## src/rtl/core/mtns_pkg.sv

```systemverilog
// Shared types and constants for the magnitudes to normalized Stokes block.
// No dependencies.
`timescale 1ns / 1ps

package mtns_pkg;

  localparam int P_W     = 32;  // polynomial accumulator, Q30
  localparam int X_W     = 30;  // exponent fraction, Q30
  localparam int FLUX_W  = 42;  // flux in Q30, up to 2^41
  localparam int SUM_W   = 44;  // sum of four fluxes
  localparam int Q_W     = 23;  // quotient bits, result <= 6553600
  localparam int OUT_W   = 24;  // signed Q8.16 result
  localparam int NUM_W   = 65;  // mag * 6553600 + sum/2
  localparam int CNT_W   = $clog2(Q_W);
  localparam int HORN_N  = 9;   // coefficient count incl. leading 1.0

  // 0.4 * log2(10) in Q30
  localparam logic [30:0] EXP_SCALE = 31'd1426757253;

  localparam logic [FLUX_W-1:0] FLUX_ONE = FLUX_W'(64'd1073741824);
  localparam logic [SUM_W-1:0]  SUM_INIT = SUM_W'(64'd1073741824);

  // Taylor coefficients of 2^x in Q30, index 0 is the constant term
  localparam logic [P_W-1:0] POW2_COEF [0:HORN_N-1] = '{
    32'd1073741824, 32'd744261118, 32'd257941247, 32'd59597083,
    32'd10327388,   32'd1431680,   32'd165394,    32'd16378,
    32'd1419
  };

  typedef enum logic [3:0] {
    ST_IDLE,
    ST_DIFF,
    ST_EXPO,
    ST_SPLIT,
    ST_HORN,
    ST_SCALE,
    ST_DIV_X,
    ST_WAIT_X,
    ST_DIV_Y,
    ST_WAIT_Y,
    ST_DONE
  } seq_state_e;

  typedef enum logic [2:0] {
    DV_IDLE,
    DV_MAG,
    DV_NUM,
    DV_STEP,
    DV_DONE
  } div_state_e;

  typedef struct packed {
    logic busy;
    logic done;
  } div_stat_t;

  typedef struct packed {
    logic in_stall;
    logic horner;
    logic ld_diff;
    logic ld_t;
    logic ld_split;
    logic ld_horn;
    logic ld_scale;
    logic div_start;
    logic div_sel_y;
    logic ld_px;
    logic ld_py;
    logic ld_out;
  } seq_ctl_t;

endpackage

```

## src/rtl/core/mtns_div.sv

```systemverilog
// Iterative normalizer: round(|a-b| * 6553600 / sum), signed by a-b.
// Restoring division, one quotient bit per cycle. Uses mtns_pkg.
`timescale 1ns / 1ps

module mtns_div import mtns_pkg::*; (
  input  logic              clk_i,
  input  logic              rst_ni,
  input  logic              start_i,
  input  logic [FLUX_W-1:0] a_i,
  input  logic [FLUX_W-1:0] b_i,
  input  logic [SUM_W-1:0]  sum_i,
  output logic [OUT_W-1:0]  res_o,
  output div_stat_t         stat_o
);

  localparam int M100_W = FLUX_W + 7;

  div_state_e          state_q, state_d;
  logic [CNT_W-1:0]    cnt_q;
  logic                neg_q;
  logic [FLUX_W-1:0]   mag_q;
  logic [SUM_W-1:0]    rem_q;
  logic [Q_W-1:0]      lo_q;

  logic [M100_W-1:0]   m_ext, mag100;
  logic [NUM_W-1:0]    num;
  logic [SUM_W:0]      trial, trial_sub;
  logic                ge;
  logic [OUT_W-1:0]    q_ext;

  // 6553600 = 100 << 16, 100 = 64 + 32 + 4
  assign m_ext  = M100_W'(mag_q);
  assign mag100 = (m_ext << 6) + (m_ext << 5) + (m_ext << 2);
  assign num    = {mag100, 16'b0} + NUM_W'(sum_i >> 1);

  assign trial     = {rem_q, lo_q[Q_W-1]};
  assign ge        = trial >= {1'b0, sum_i};
  assign trial_sub = trial - {1'b0, sum_i};

  assign q_ext = OUT_W'(lo_q);
  assign res_o = neg_q ? (~q_ext + OUT_W'(1)) : q_ext;

  always_comb begin
    state_d = state_q;
    case (state_q)
      DV_IDLE: if (start_i) state_d = DV_MAG;
      DV_MAG:  state_d = DV_NUM;
      DV_NUM:  state_d = DV_STEP;
      DV_STEP: if (cnt_q == CNT_W'(Q_W - 1)) state_d = DV_DONE;
      DV_DONE: state_d = DV_IDLE;
      default: state_d = DV_IDLE;
    endcase
  end

  always_comb begin
    stat_o.busy = (state_q != DV_IDLE);
    stat_o.done = (state_q == DV_DONE);
  end

  always_ff @(posedge clk_i or negedge rst_ni) begin
    if (!rst_ni) begin
      state_q <= DV_IDLE;
      cnt_q   <= '0;
    end else begin
      state_q <= state_d;
      if (state_q == DV_STEP) begin
        cnt_q <= cnt_q + CNT_W'(1);
      end else begin
        cnt_q <= '0;
      end
    end
  end

  always_ff @(posedge clk_i) begin
    case (state_q)
      DV_IDLE: begin
        if (start_i) begin
          neg_q <= a_i < b_i;
          mag_q <= (a_i < b_i) ? (b_i - a_i) : (a_i - b_i);
        end
      end
      DV_NUM: begin
        rem_q <= SUM_W'(num[NUM_W-1:Q_W]);
        lo_q  <= num[Q_W-1:0];
      end
      DV_STEP: begin
        rem_q <= ge ? trial_sub[SUM_W-1:0] : trial[SUM_W-1:0];
        lo_q  <= {lo_q[Q_W-2:0], ge};
      end
      default: ;
    endcase
  end

endmodule

```

## src/rtl/core/magnitudes_to_normalized_stokes_top.sv

```systemverilog
// Top level of the magnitudes to normalized Stokes block: group sequencer,
// shared multiplier for exponent and 2^x polynomial. Uses mtns_pkg, mtns_div.
`timescale 1ns / 1ps
//
// Usage
//   Input channel: magnitude_i with in_valid_i / in_stall_o. Items come in
//   groups of four (x1, y1, x2, y2). The first three of a group are stored
//   and taken in one cycle each. The fourth starts the computation and
//   in_stall_o stays high until the result sits in the output register.
//   Output channel: pol_x_o, pol_y_o, clipped_o with out_valid_o / out_stall_i,
//   one item per group.
//   Processing of the fourth item: three fluxes, each by difference,
//   exponent multiply, split, eight Horner steps on the shared multiplier,
//   scale and sum, then two divisions on the restoring divider, then the
//   load of the output register.
//   Reset clears the group position, the sequencer and the output valid.
//   A stalled output item holds; a finished group waits in the last state
//   until the output register is free, keeping the input stalled.
//   Differences beyond +-8.0 magnitudes are clamped and flag clipped_o.
//
module magnitudes_to_normalized_stokes_top import mtns_pkg::*; #(
  parameter int MAG_WIDTH = 24,
  parameter int FRAC_BITS = 16
) (
  input  logic                 clk_i,
  input  logic                 rst_ni,
  input  logic                 in_valid_i,
  output logic                 in_stall_o,
  input  logic [MAG_WIDTH-1:0] magnitude_i,
  output logic                 out_valid_o,
  input  logic                 out_stall_i,
  output logic [OUT_W-1:0]     pol_x_o,
  output logic [OUT_W-1:0]     pol_y_o,
  output logic                 clipped_o
);

  localparam int DIFF_W = MAG_WIDTH + 1;
  localparam int D_W    = FRAC_BITS + 5;           // holds +-8.0
  localparam int CMP_W  = ((DIFF_W > D_W) ? DIFF_W : D_W) + 1;
  localparam int T_W    = D_W + 31;                // d * EXP_SCALE
  localparam int N_W    = T_W - FRAC_BITS - 30;    // integer part of exponent
  localparam int MA_W   = 33;
  localparam int MB_W   = 32;
  localparam int MP_W   = MA_W + MB_W;
  localparam int K_W    = $clog2(HORN_N);

  localparam logic signed [CMP_W-1:0] LIM_POS = CMP_W'(64'd8 << FRAC_BITS);
  localparam logic signed [CMP_W-1:0] LIM_NEG = -LIM_POS;

  // --- state ---
  seq_state_e                state_q, state_d;
  seq_ctl_t                  ctl;
  logic [1:0]                gpos_q;
  logic [1:0]                idx_q;
  logic [K_W-1:0]            k_q;
  logic                      clip_q;
  logic                      out_valid_q;

  logic [MAG_WIDTH-1:0]      held_q [0:2];
  logic [MAG_WIDTH-1:0]      mag3_q;
  logic signed [D_W-1:0]     d_q;
  logic [T_W-1:0]            t_q;
  logic signed [N_W-1:0]     n_q;
  logic [X_W-1:0]            x_q;
  logic [P_W-1:0]            p_q;
  logic [FLUX_W-1:0]         f1_q, f2_q, f3_q;
  logic [SUM_W-1:0]          sum_q;
  logic [OUT_W-1:0]          px_q, py_q;
  logic [OUT_W-1:0]          pol_x_q, pol_y_q;
  logic                      clipped_q;

  // --- datapath nets ---
  logic                      in_acc;
  logic                      out_free;
  logic [MAG_WIDTH-1:0]      sel_m;
  logic signed [DIFF_W-1:0]  diff;
  logic signed [CMP_W-1:0]   diff_c, diff_s;
  logic                      sat;
  logic signed [MA_W-1:0]    mul_a;
  logic signed [MB_W-1:0]    mul_b;
  logic signed [MP_W-1:0]    mul_p;
  logic [FLUX_W-1:0]         p_ext, flux;
  logic [N_W-1:0]            neg_n;
  logic [FLUX_W-1:0]         div_a, div_b;
  logic [OUT_W-1:0]          div_res;
  div_stat_t                 div_stat;

  assign in_acc   = in_valid_i && !ctl.in_stall;
  assign out_free = !out_valid_q || !out_stall_i;

  // magnitude difference against the group's first item, clamped to +-8.0
  always_comb begin
    case (idx_q)
      2'd0:    sel_m = held_q[1];
      2'd1:    sel_m = held_q[2];
      default: sel_m = mag3_q;
    endcase
    diff   = $signed({sel_m[MAG_WIDTH-1], sel_m})
           - $signed({held_q[0][MAG_WIDTH-1], held_q[0]});
    diff_c = CMP_W'(diff);
    sat    = 1'b1;
    if (diff_c > LIM_POS) begin
      diff_s = LIM_POS;
    end else if (diff_c < LIM_NEG) begin
      diff_s = LIM_NEG;
    end else begin
      diff_s = diff_c;
      sat    = 1'b0;
    end
  end

  // shared multiplier: d * 0.4*log2(10), or p * x in the Horner steps
  assign mul_a = ctl.horner ? $signed({1'b0, p_q}) : MA_W'(d_q);
  assign mul_b = ctl.horner ? $signed({2'b0, x_q}) : $signed({1'b0, EXP_SCALE});
  assign mul_p = mul_a * mul_b;

  // 2^n scaling, truncating on right shifts
  assign p_ext = FLUX_W'(p_q);
  assign neg_n = -n_q;
  assign flux  = n_q[N_W-1] ? (p_ext >> neg_n) : (p_ext << n_q);

  assign div_a = ctl.div_sel_y ? f1_q : FLUX_ONE;
  assign div_b = ctl.div_sel_y ? f3_q : f2_q;

  mtns_div u_div (
    .clk_i   (clk_i),
    .rst_ni  (rst_ni),
    .start_i (ctl.div_start),
    .a_i     (div_a),
    .b_i     (div_b),
    .sum_i   (sum_q),
    .res_o   (div_res),
    .stat_o  (div_stat)
  );

  // --- sequencer: next state ---
  always_comb begin
    state_d = state_q;
    case (state_q)
      ST_IDLE:   if (in_valid_i && gpos_q == 2'd3) state_d = ST_DIFF;
      ST_DIFF:   state_d = ST_EXPO;
      ST_EXPO:   state_d = ST_SPLIT;
      ST_SPLIT:  state_d = ST_HORN;
      ST_HORN:   if (k_q == '0) state_d = ST_SCALE;
      ST_SCALE:  state_d = (idx_q == 2'd2) ? ST_DIV_X : ST_DIFF;
      ST_DIV_X:  state_d = ST_WAIT_X;
      ST_WAIT_X: if (div_stat.done) state_d = ST_DIV_Y;
      ST_DIV_Y:  state_d = ST_WAIT_Y;
      ST_WAIT_Y: if (div_stat.done) state_d = ST_DONE;
      ST_DONE:   if (out_free) state_d = ST_IDLE;
      default:   state_d = ST_IDLE;
    endcase
  end

  // --- sequencer: controls ---
  always_comb begin
    ctl           = '0;
    ctl.in_stall  = (state_q != ST_IDLE);
    case (state_q)
      ST_DIFF:   ctl.ld_diff  = 1'b1;
      ST_EXPO:   ctl.ld_t     = 1'b1;
      ST_SPLIT:  ctl.ld_split = 1'b1;
      ST_HORN: begin
        ctl.horner  = 1'b1;
        ctl.ld_horn = 1'b1;
      end
      ST_SCALE:  ctl.ld_scale = 1'b1;
      ST_DIV_X:  ctl.div_start = 1'b1;
      ST_WAIT_X: ctl.ld_px = div_stat.done;
      ST_DIV_Y: begin
        ctl.div_start = 1'b1;
        ctl.div_sel_y = 1'b1;
      end
      ST_WAIT_Y: begin
        ctl.div_sel_y = 1'b1;
        ctl.ld_py     = div_stat.done;
      end
      ST_DONE:   ctl.ld_out = out_free;
      default: ;
    endcase
  end

  // --- control registers ---
  always_ff @(posedge clk_i or negedge rst_ni) begin
    if (!rst_ni) begin
      state_q     <= ST_IDLE;
      gpos_q      <= 2'd0;
      idx_q       <= 2'd0;
      k_q         <= '0;
      clip_q      <= 1'b0;
      out_valid_q <= 1'b0;
    end else begin
      state_q <= state_d;
      if (in_acc) begin
        gpos_q <= gpos_q + 2'd1;
        if (gpos_q == 2'd3) begin
          idx_q  <= 2'd0;
          clip_q <= 1'b0;
        end
      end
      if (ctl.ld_diff && sat) clip_q <= 1'b1;
      if (ctl.ld_split) k_q <= K_W'(HORN_N - 2);
      if (ctl.ld_horn)  k_q <= k_q - K_W'(1);
      if (ctl.ld_scale) idx_q <= idx_q + 2'd1;
      if (ctl.ld_out) begin
        out_valid_q <= 1'b1;
      end else if (!out_stall_i) begin
        out_valid_q <= 1'b0;
      end
    end
  end

  // --- payload registers ---
  always_ff @(posedge clk_i) begin
    if (in_acc) begin
      if (gpos_q == 2'd3) begin
        mag3_q <= magnitude_i;
        sum_q  <= SUM_INIT;
      end else begin
        held_q[gpos_q] <= magnitude_i;
      end
    end
    if (ctl.ld_diff)  d_q <= D_W'(diff_s);
    if (ctl.ld_t)     t_q <= mul_p[T_W-1:0];
    if (ctl.ld_split) begin
      n_q <= $signed(t_q[T_W-1 -: N_W]);
      x_q <= t_q[FRAC_BITS+X_W-1 : FRAC_BITS];
      p_q <= POW2_COEF[HORN_N-1];
    end
    if (ctl.ld_horn) p_q <= POW2_COEF[k_q] + mul_p[X_W+P_W-1:X_W];
    if (ctl.ld_scale) begin
      sum_q <= sum_q + SUM_W'(flux);
      case (idx_q)
        2'd0:    f1_q <= flux;
        2'd1:    f2_q <= flux;
        default: f3_q <= flux;
      endcase
    end
    if (ctl.ld_px) px_q <= div_res;
    if (ctl.ld_py) py_q <= div_res;
    if (ctl.ld_out) begin
      pol_x_q   <= px_q;
      pol_y_q   <= py_q;
      clipped_q <= clip_q;
    end
  end

  assign in_stall_o  = ctl.in_stall;
  assign out_valid_o = out_valid_q;
  assign pol_x_o     = pol_x_q;
  assign pol_y_o     = pol_y_q;
  assign clipped_o   = clipped_q;

endmodule

```

## config.mk

```make
export PLATFORM = sky130hd
export DESIGN_NAME = magnitudes_to_normalized_stokes_top
export DESIGN_NICKNAME = d
export VERILOG_FILES = /design/src/rtl/core/mtns_pkg.sv /design/src/rtl/core/mtns_div.sv /design/src/rtl/core/magnitudes_to_normalized_stokes_top.sv
export SDC_FILE = /design/constraint.sdc
export NUM_CORES = 2
export LEC_CHECK = 0
export ABC_AREA = 1
export BUFFER_PORTS_ARGS = -buffer_cell sky130_fd_sc_hd__buf_2
export CAP_MARGIN = 20
export CELL_PAD_IN_SITES_DETAIL_PLACEMENT = 1
export CELL_PAD_IN_SITES_GLOBAL_PLACEMENT = 1
export CORE_MARGIN = 2
export CORE_UTILIZATION = 50
export CTS_CLUSTER_SIZE = 28
export DETAILED_ROUTE_END_ITERATION = 12
export PLACE_DENSITY = 0.82
export SETUP_SLACK_MARGIN = 0.3
export SYNTH_ARGS = -nofsm -noshare
export SYNTH_HDL_FRONTEND = slang
export SYNTH_SLANG_ARGS = --single-unit
```

## constraint.sdc

```tcl
create_clock -name clk_i -period 11.95 [get_ports clk_i]
set_input_delay 2.39 -clock clk_i [delete_from_list [all_inputs] [get_ports clk_i]]
set_output_delay 2.39 -clock clk_i [all_outputs]
set_load 0.02 [all_outputs]
```

==> summary.txt <==
Synth
  – Synth warn: 0
  – EDFF count, synth: 598
  – Synth Instances: 9,396
  – Largest family of logic cells by synthesized area: adder cells
  – Adder-cell share of the synthesized area: 0.3560
  – Mux contribution to synthesized area: 0.0008892
  – XOR/XNOR Fraction of Synth Area: 0.03106
  – Simple-gate share of the synthesized area: 0.1686
  – Cell Area, Synth: 0.07879 mm2
  – Compound-Gate Fraction of Synth Area: 0.1070
  – Library cells used by synthesis: 74
  – FF+latch count, synth: 620
  – Seq/Total Area, Yosys: 0.2349
  – Post-synth top flop: edfxtp_1
  – Async SR Flop Fraction: 0.03548
  – Syn Area/Cell: 8.386 um2

Status
  – Outcome: completed

Clock network
  – Worst-Skew Late Latency: 740 ps
  – Clock slew at reported path FFs: 60 ps
  – CTS Buffer Depth: 3
  – Htree depth: 3
  – Root Buffer: clkbuf_16
  – CTS Hold Bufs: 0
  – CTS tree: done
  – CTS buffer count: 75
  – Clk sinks: 620

STA
  – Final Max Slew Viols: 0
  – Fmax: 89.28 MHz
  – Worst Max-Slew Pin Slew: 1249 ps
  – Final Hold Viols: 0
  – Slew Limit Headroom: 0.1634
  – Setup TNS: 0 ps
  – Finish-stage setup viols: 0
  – Worst Skew: 53.01 ps
  – Fin crit period: 11,200 ps
  – RSZ-0062 raised after global routing: no
  – Period utilization: 0.9373

Floorplan
  – Die height: 401.0 um
  – Row count: 145
  – DIE WIDTH: 401.0 um
  – CORE AREA: 0.1564 mm2
  – Initial Utilization: 0.5038
  – IO Pins: 79
  – Die footprint: 0.1608 mm2

Critical path
  – Cell mode on critical path: fa_1
  – Critical path class: reg -> reg
  – Crit path launch type: flop
  – CP max stage cell: fa_1
  – CP Capture Type: flop
  – Crit Path Max Fanout: 26
  – Max stage delay on crit path: 630 ps
  – Critical path data arrival time: 11,640 ps
  – Critical Path RT: 12,390 ps

Drt
  – WL per Instance: 28.37 um
  – Vias: 69.37k
  – Met2 WL post-DR: 153,900 um
  – Final wirelength: 331,600 um
  – Routed Antenna Nets: 0
  – DR DRC count: 0
  – DR WL met3: 25,750 um
  – Via/cell ratio: 5.935
  – Detailed-router iteration count before antenna repair: 6
  – Uppermost layer routed: met5
  – Metal-1 WL: 116,900 um
  – 1st-iter DRT viols: 6,483

Placed design
  – DP Wirelength: 273,500 um
  – GP Congestion: 1.042
  – Port Buffers: 78

Layout
  – Area of the multi-input gates: 0.05262 mm2
  – Final #Nets: 11.18k
  – Layout cells sized above 1: 0.06664
  – Layout area overhead: 8.424%
  – FF/Latch Area: 0.01851 mm2
  – Commonest non-fill, non-tap cell in the layout: inv_1
  – Most frequent cells in the layout: inv_1 (1,782), nand2_1 (1,614), nor2_1 (1,234)
  – FILL cells: 18.79k

GRT
  – Residual overflow from global routing: 0
  – Vias in the first global route: 75.22k
  – Total GRT Usage: 0.4108
  – Initial antenna violation count: 15
  – First-pass GRT wire length: 485,500 um
  – Pin count of the biggest net entering global routing: 81

Hold path
  – Worst hold path type: reg -> reg

Run
  – Maxcap violations: 0
## cell usage after synthesis (12+ instances only)
master | n | area [um2]
nor4_1 | 19 | 118.9
nand4_1 | 35 | 219.0
fa_1 | 1091 | 21840
dfrtp_1 | 22 | 550.5
ha_1 | 496 | 6206
inv_2 | 17 | 63.81
o21a_1 | 46 | 345.3
nor2_2 | 19 | 118.9
o21ai_0 | 569 | 2848
buf_6 | 12 | 135.1
a21oi_1 | 595 | 2978
nor3_1 | 47 | 235.2
clkinv_1 | 23 | 86.33
xor2_1 | 179 | 1568
nand2_2 | 33 | 206.5
buf_1 | 17 | 63.81
o21ai_1 | 36 | 180.2
a21o_1 | 32 | 240.2
o221ai_1 | 17 | 148.9
o211ai_1 | 40 | 300.3
a31oi_1 | 46 | 287.8
o22ai_1 | 17 | 106.4
nand3_1 | 175 | 875.8
inv_1 | 1787 | 6708
edfxtp_1 | 598 | 17960
o21bai_1 | 19 | 142.6
or2_2 | 52 | 325.3
clkbuf_1 | 219 | 822.0
xnor2_1 | 93 | 814.5
nor2_1 | 1256 | 4715
nand2_1 | 1616 | 6066
## layout make-up
| cell class | instances | area share |
|---|---|---|
| Tap cell | 2058 | 0.03014 |
| Clock inverter | 40 | 0.006869 |
| Inverter | 1829 | 0.08080 |
| Multi-Input combinational cell | 6723 | 0.6159 |
| Antenna cell | 12 | 0.0003515 |
| Timing Repair Buffer | 313 | 0.02627 |
| Clock buffer | 94 | 0.02304 |
| Sequential cell | 620 | 0.2166 |
## flip-flops by register name (all words and copies together), names as in the netlist, 24 cells and up
name and count:
p_q 32, f2_q 42, t_q 36, sum_q 44, held_q 72, u_div.mag_q 42, x_q 30, pol_y_o 24
mag3_q 24, u_div.rem_q 44, f1_q 42, f3_q 42, py_q 24, px_q 24, pol_x_o 24
## worst paths after layout
kind / start / to / slack, ps / cells past startpoint
hold / removal: t_q[49]$_DFFE_PP_ / n_q[3]$_DFFE_PP_ / 400 / 0
max in group asynchronous: rst_ni / k_q[0]$_DFFE_PN0P_ / 9530 / 1
setup reg to reg: state_q[1]$_DFFE_PN0P_ / p_q[31]$_SDFFCE_PN0P_ / 750 / 42
min in group asynchronous: rst_ni / gpos_q[1]$_DFFE_PN0P_ / 1770 / 1
hold reg to reg: t_q[49]$_DFFE_PP_ / n_q[3]$_DFFE_PP_ / 400 / 0
setup / recovery: state_q[1]$_DFFE_PN0P_ / p_q[31]$_SDFFCE_PN0P_ / 750 / 42
## layer usage
metal,vias up,track usage
li1,29770,-
met1,34890,0.4709
met2,3442,0.6695
met3,1272,0.07390
met4,4,0.3467
met5,-,0
## worst max-delay path: cells and delay by family (launching register included)
family / cells / cell delay (ps)
and+or+nand+nor: 17 / 2420
AOI/OAI and AO/OA: 7 / 1870
xor gates and xnor gates: 1 / 350
DFF: 1 / 450
adders and majority gates: 10 / 4750
buffers and inverters: 7 / 1040
## through the flow
| step | utilization | hold WS (ps) | worst slack (ps) | instance area (um2) | std cells |
|---|---|---|---|---|---|
| global route | 0.5462 | 403.6 | 298.3 | 85410 | 11680 |
| detailed placement | 0.5289 | 405.2 | 403.1 | 82720 | 11540 |
| global placement | 0.5286 | 400.3 | 750.8 | 82660 | 11530 |
| finish | 0.5463 | 395.3 | 749.1 | 85430 | 11690 |
| CTS | 0.5453 | 397.4 | 396.8 | 85280 | 11670 |
| floorplan | - | 400.3 | 2310 | 78960 | 9440 |
## logic make-up (layout without fill, tap and decap cells)
group           after synthesis  in the layout
other cells                   2             58
flops                       620            620
buf+inv                    2097           2276
compound gates             1511           1511
simple gates               3296           3296
xor+xnor                    276            276
fa+ha+maj                  1587           1587
mux                           7              7
## repair_timing
| item | 4_1_cts | 5_1_grt |
|---|---|---|
| setup buffers | 0 | 4 |
| pin swaps | 0 | 0 |
| endpoints found under the setup margin | 1 | 18 |
| gates resized for setup | 1 | 19 |
| cloned | 0 | 0 |
| endpoints found under the hold margin | 0 | 0 |
Power is not shown: default switching activity piles up to over one toggle a cycle in this logic, so the estimate is an artifact.
